**src/hdl/pqp_isqrt.sv**
```systemverilog
// ----------------------------------------------------------------------------
// pqp_isqrt
// Pipelined floor square root, one root bit per stage, with a sideband that
// travels alongside the radicand.
// ----------------------------------------------------------------------------
module pqp_isqrt #(
    parameter int RW  = 33,
    parameter int SBW = 1
) (
    input  logic            i_clk,
    input  logic            i_rst_n,
    input  logic            i_en,
    input  logic            i_vld,
    input  logic [2*RW-1:0] i_rad,
    input  logic [SBW-1:0]  i_side,
    output logic            o_vld,
    output logic [RW-1:0]   o_root,
    output logic [SBW-1:0]  o_side
);

    localparam int MW = RW + 2;

    logic [MW-1:0]   r_rem  [RW];
    logic [RW-1:0]   r_root [RW];
    logic [2*RW-1:0] r_rad  [RW];
    logic [SBW-1:0]  r_side [RW];
    logic [RW-1:0]   r_vld;

    logic [MW-1:0]   n_rem  [RW];
    logic [RW-1:0]   n_root [RW];
    logic [2*RW-1:0] n_rad  [RW];

    always_comb begin
        logic [MW-1:0]   rem_in;
        logic [RW-1:0]   root_in;
        logic [2*RW-1:0] rad_in;
        logic [MW+1:0]   tmp;
        logic [MW+1:0]   trial;
        for (int k = 0; k < RW; k++) begin
            if (k == 0) begin
                rem_in  = '0;
                root_in = '0;
                rad_in  = i_rad;
            end else begin
                rem_in  = r_rem[k-1];
                root_in = r_root[k-1];
                rad_in  = r_rad[k-1];
            end
            // bring down the next two radicand bits
            tmp   = {rem_in, rad_in[2*RW-1 -: 2]};
            trial = {2'b00, root_in, 2'b01};
            if (tmp >= trial) begin
                n_rem[k]  = MW'(tmp - trial);
                n_root[k] = {root_in[RW-2:0], 1'b1};
            end else begin
                n_rem[k]  = MW'(tmp);
                n_root[k] = {root_in[RW-2:0], 1'b0};
            end
            n_rad[k] = rad_in << 2;
        end
    end

    always_ff @(posedge i_clk) begin
        if (!i_rst_n) begin
            r_vld <= '0;
        end else if (i_en) begin
            r_vld <= {r_vld[RW-2:0], i_vld};
        end
    end

    always_ff @(posedge i_clk) begin
        if (i_en) begin
            for (int k = 0; k < RW; k++) begin
                r_rem[k]  <= n_rem[k];
                r_root[k] <= n_root[k];
                r_rad[k]  <= n_rad[k];
                if (k == 0) begin
                    r_side[k] <= i_side;
                end else begin
                    r_side[k] <= r_side[k-1];
                end
            end
        end
    end

    assign o_vld  = r_vld[RW-1];
    assign o_root = r_root[RW-1];
    assign o_side = r_side[RW-1];

endmodule

```
**config.mk**
```make
export PLATFORM = sky130hd
export DESIGN_NAME = pqp_isqrt
export DESIGN_NICKNAME = d
export VERILOG_FILES = /design/src/hdl/pqp_isqrt.sv
export SDC_FILE = /design/constraint.sdc
export NUM_CORES = 2
export LEC_CHECK = 0
export ABC_CLOCK_PERIOD_IN_PS = 3800
export BUFFER_PORTS_ARGS = -buffer_cell sky130_fd_sc_hd__buf_2
export CAP_MARGIN = 20
export CORE_MARGIN = 4
export CORE_UTILIZATION = 58
export CTS_BUF_LIST = sky130_fd_sc_hd__clkbuf_16
export DETAILED_ROUTE_END_ITERATION = 7
export GPL_TIMING_DRIVEN = 0
export PLACE_DENSITY = 0.86
export SETUP_SLACK_MARGIN = 0.3
export SLEW_MARGIN = 20
export SYNTH_ARGS = -nofsm -noshare
export SYNTH_HDL_FRONTEND = slang
export SYNTH_MEMORY_MAX_BITS = 65536
export SYNTH_SLANG_ARGS = --single-unit
```
**constraint.sdc**
```tcl
create_clock -name i_clk -period 3.8 [get_ports i_clk]
set_input_delay 0.38 -clock i_clk [delete_from_list [all_inputs] [get_ports i_clk]]
set_output_delay 0.38 -clock i_clk [all_outputs]
set_load 0.05 [all_outputs]
```
==> summary.md <==
| Metric | Value |
|---|---|
| Antenna-violating nets left | 0 |
| Buffer and inverter count on the worst path | 2 |
| YS warnings | 0 |
| Synthesis-stage register bit count | 2,750 |
| First-pass detailed-route iteration total | 6 |
| Met3 GRT Util | 3.07% |
| Cell mode on critical path | or3_4 |
| Initial core utilization | 58.3% |
| Initial antenna violation count | 0 |
| Hold_sp | i_en |
| Max Cap Violations | 0 |
| Worst EP arrival | 4.41 ns |
| GR peak layer | met2 |
| GPL Wtd Cong | 0.915 |
| Root Driver | clkbuf_16 |
| Pleak | 56.3 nW |
| Endpoint class of the critical path | flip-flop |
| Congestion Overflow GR | 0 |
| CP max FO | 8 |
| Dpl cell area | 0.133 mm^2 |
| R2R depth | 11 |
| Maximum clock insertion buffer count | 4 |
| Largest net degree at the start of global routing | 162 |
| Combinational Power Share | 21.9% |
| Final hold violations | 0 |
| Reg power frac | 46.1% |
| Worst Hold Depth | 2 |
| Clock power share | 31.9% |
| Syn Nets | 10,600 |
| IO Pins | 106 |
| R2R Path End | r_rem[0][194] |
| Startpoint types | flip-flop |
| First-pass GRT wire length | 439 mm |
| Max incr delay on CP | 0.57 ns |
| Post-DP HPWL | 193 mm |
| Sink Count | 2,750 |
| Slew headroom | 38.0% |
| CTS clk-pin slew, worst paths | 0.07 ns |
| Synth cell types | 96 |
| P_sw | 25.7 mW |
| Seq/Total Area, Yosys | 64.2% |
| Synth Instances | 9,921 |
| TritonCTS buffer count | 302 |
| Die height | 478 um |
| Most used flip-flop cell after synthesis | edfxtp_1 |
| Clock Latency Late Sink | 0.94 ns |
| Worst Skew | 0.0733 ns |
| Switch share | 28.9% |
| Most frequent cells in the layout | edfxtp_1 (2,717), inv_1 (827), nand2_1 (675) |
| Min Tclk post-route | 3.76 ns |
| Drt total wl | 287 mm |
| Peak Freq | 0.266 GHz |
| Share of cells above drive strength 1 | 10.9% |
| PD cells | 606 mW/mm^2 |
| Critical path cell sequence | or3_4 > or4b_4 > nand4bb_4 > or3_4 > or3_4 > nor3_4 > and3_4 > buf_12 > buf_12 > nor4_1 > xor2_1 |
| Hold Crit Class | input port to flip-flop |
| Die W | 478 um |
| Hold EP | r_rad[0][231] |
| Core Area | 0.220 mm^2 |
| Delay-heaviest family, CP | simple AND/OR/NAND/NOR gates |
| Per-cell routed wire length | 20.9 um |
| Place WS | -1.14 ns |
| Maximum VDD drop | 0.489 mV |
| Synthesized area | 0.128 mm^2 |
| Slew Viols, Final | 0 |
| Fin crit share | 99.1% |
| Met2 Use GR | 41.6% |
| Crit Path Class | flip-flop to flip-flop |
| Avg Cell Area, Syn | 12.9 um^2 |
| H-tree levels | 5 |
| P_int | 63.1 mW |
| N_diodes | 0 |
| # rows | 172 |
| Req. time, crit path | 4.45 ns |
| Async SR Flop Fraction | 0% |
| Reg2reg setup slack | 0.04 ns |
| Via density | 5.94 |
| Most common cell after layout, fill and taps aside | edfxtp_1 |
| Post-synth EDFFs | 2,717 |
| Fillers | 15,000 |
| Fin area | 0.146 mm^2 |
| Pwr Total | 88.7 mW |
| Final setup viols | 0 |
| PnR worst setup slack | 0.0360 ns |
| Met1 usage | 31.1% |
| RSZ-0062 raised after global routing | yes |
| Worst r2r src | r_rem[0][152] |
| GRT Resource Usage Total | 24.0% |
| Vias in the first global route | 79,700 |
| Layout Nets | 11,200 |
| Status | completed |
| CTS tree | done |
| Crit-path slowest cell | or4b_4 |
| I/O Buffers | 105 |
| P&R area growth vs syn | 14.3% |
| Die area | 0.228 mm^2 |
| DR DRC count | 0 |
| DRT iter0 DRCs | 7,804 |
| Routed via count | 81,600 |
| Worst-Margin Slew | 0.929 ns |
==> area by class of cell <==
class,instances,area [um^2],area share (%)
sequential,2750,82200,56.2
multi-input combinational,6201,43800,30.0
clock buffer,311,7780,5.32
tap,2958,3700,2.53
timing repair buffer,329,2970,2.03
inverter,770,2890,1.98
clock inverter,209,1800,1.23
buffer,201,1130,0.774
==> registers in the layout, summed over array words and instances (netlist names) <==
signal / flops
r_root: 561
r_rem: 1067
r_vld: 33
r_side: 33
r_rad: 1056
==> repair_timing <==
item                                    in CTS  in global routing
hold buffers                                73                  0
gates resized for setup                    231                340
endpoints found under the hold margin      214                  0
pin swaps                                   25                 74
endpoints found under the setup margin     770                710
setup buffers                               45                 78
gates cloned                                 2                  7
==> metal layers <==
layer  wire length (um)  share of wire [%]
met4              11900                4.1
met2             143000                 50
met1             116000                 40
met3              15800                5.5
met5                  0                  0
==> through the flow <==
step,utilization [%],hold WS (ns),setup TNS [ns],std cells
floorplan,-,0.400,0,9921
global placement,60.2,0.401,-,13000
detailed placement,60.5,0.405,-256.34,13000
CTS,65.7,0.0668,0,13600
global route,66.6,0.0994,-0.0373,13700
finish,66.6,0.0914,0,13700
==> power groups by stage <==
| stage | clock [mW] | sequential [mW] | combinational [mW] |
|---|---|---|---|
| detailed placement | 0 | 41.4 | 17.9 |
| CTS | 28.9 | 40.9 | 18.6 |
| global route | 30.4 | 41.2 | 21.3 |
| floorplan | 0 | 40.2 | 13.1 |
| finish | 28.3 | 40.9 | 19.4 |
| global placement | 0 | 43.2 | 16.5 |
==> worst register-to-register path, cell delays in order (launching register included) <==
cell and delay [ns]:
edfxtp_1 0.42, or3_4 0.42, or4b_4 0.57, nand4bb_4 0.26
or3_4 0.40, or3_4 0.43, nor3_4 0.17, and3_4 0.23
buf_12 0.15, buf_12 0.15, nor4_1 0.07, xor2_1 0.21
==> synthesized netlist by cell type (110+ instances only) <==
master,count,area (um^2)
clkbuf_1,175,657
nor4_1,158,988
nand3_1,167,836
inv_1,768,2880
o21ai_0,497,2490
nand2b_1,110,688
a21oi_1,613,3070
nor3_1,254,1270
edfxtp_1,2717,81600
nor2_1,556,2090
ha_1,596,7460
nand2_1,677,2540
xnor2_1,435,3810
a21o_1,261,1960
xor2_1,459,4020
==> kinds of logic (layout without fill, tap and decap cells) <==
family	Yosys count	count (layout)	synth area share [%]
compound gates	1985	1985	9.65
xor+xnor	894	894	6.11
fa+ha+maj	596	596	5.82
buf+inv	971	1820	2.87
flops	2750	2750	64.2
mux	131	131	1.10
other cells	1	1	0.00293
simple gates	2593	2594	10.2
==> worst max path at each step <==
stage	endpoint	from	slack, ns	depth (start not counted)
after floorplan	r_rem[0][911]	r_rem[0][876]	0.31	10
after global placement	r_side[31]	i_en	-38.47	1
after detailed placement	r_rem[0][1005]	r_root[0][891]	-1.14	11
after CTS	r_rem[0][198]	r_rem[0][150]	0.29	11
after global routing	r_rem[0][189]	r_rem[0][150]	-0.03	11
final	r_rem[0][194]	r_rem[0][152]	0.04	11
Note: power is estimated with default switching activity, not from simulation.
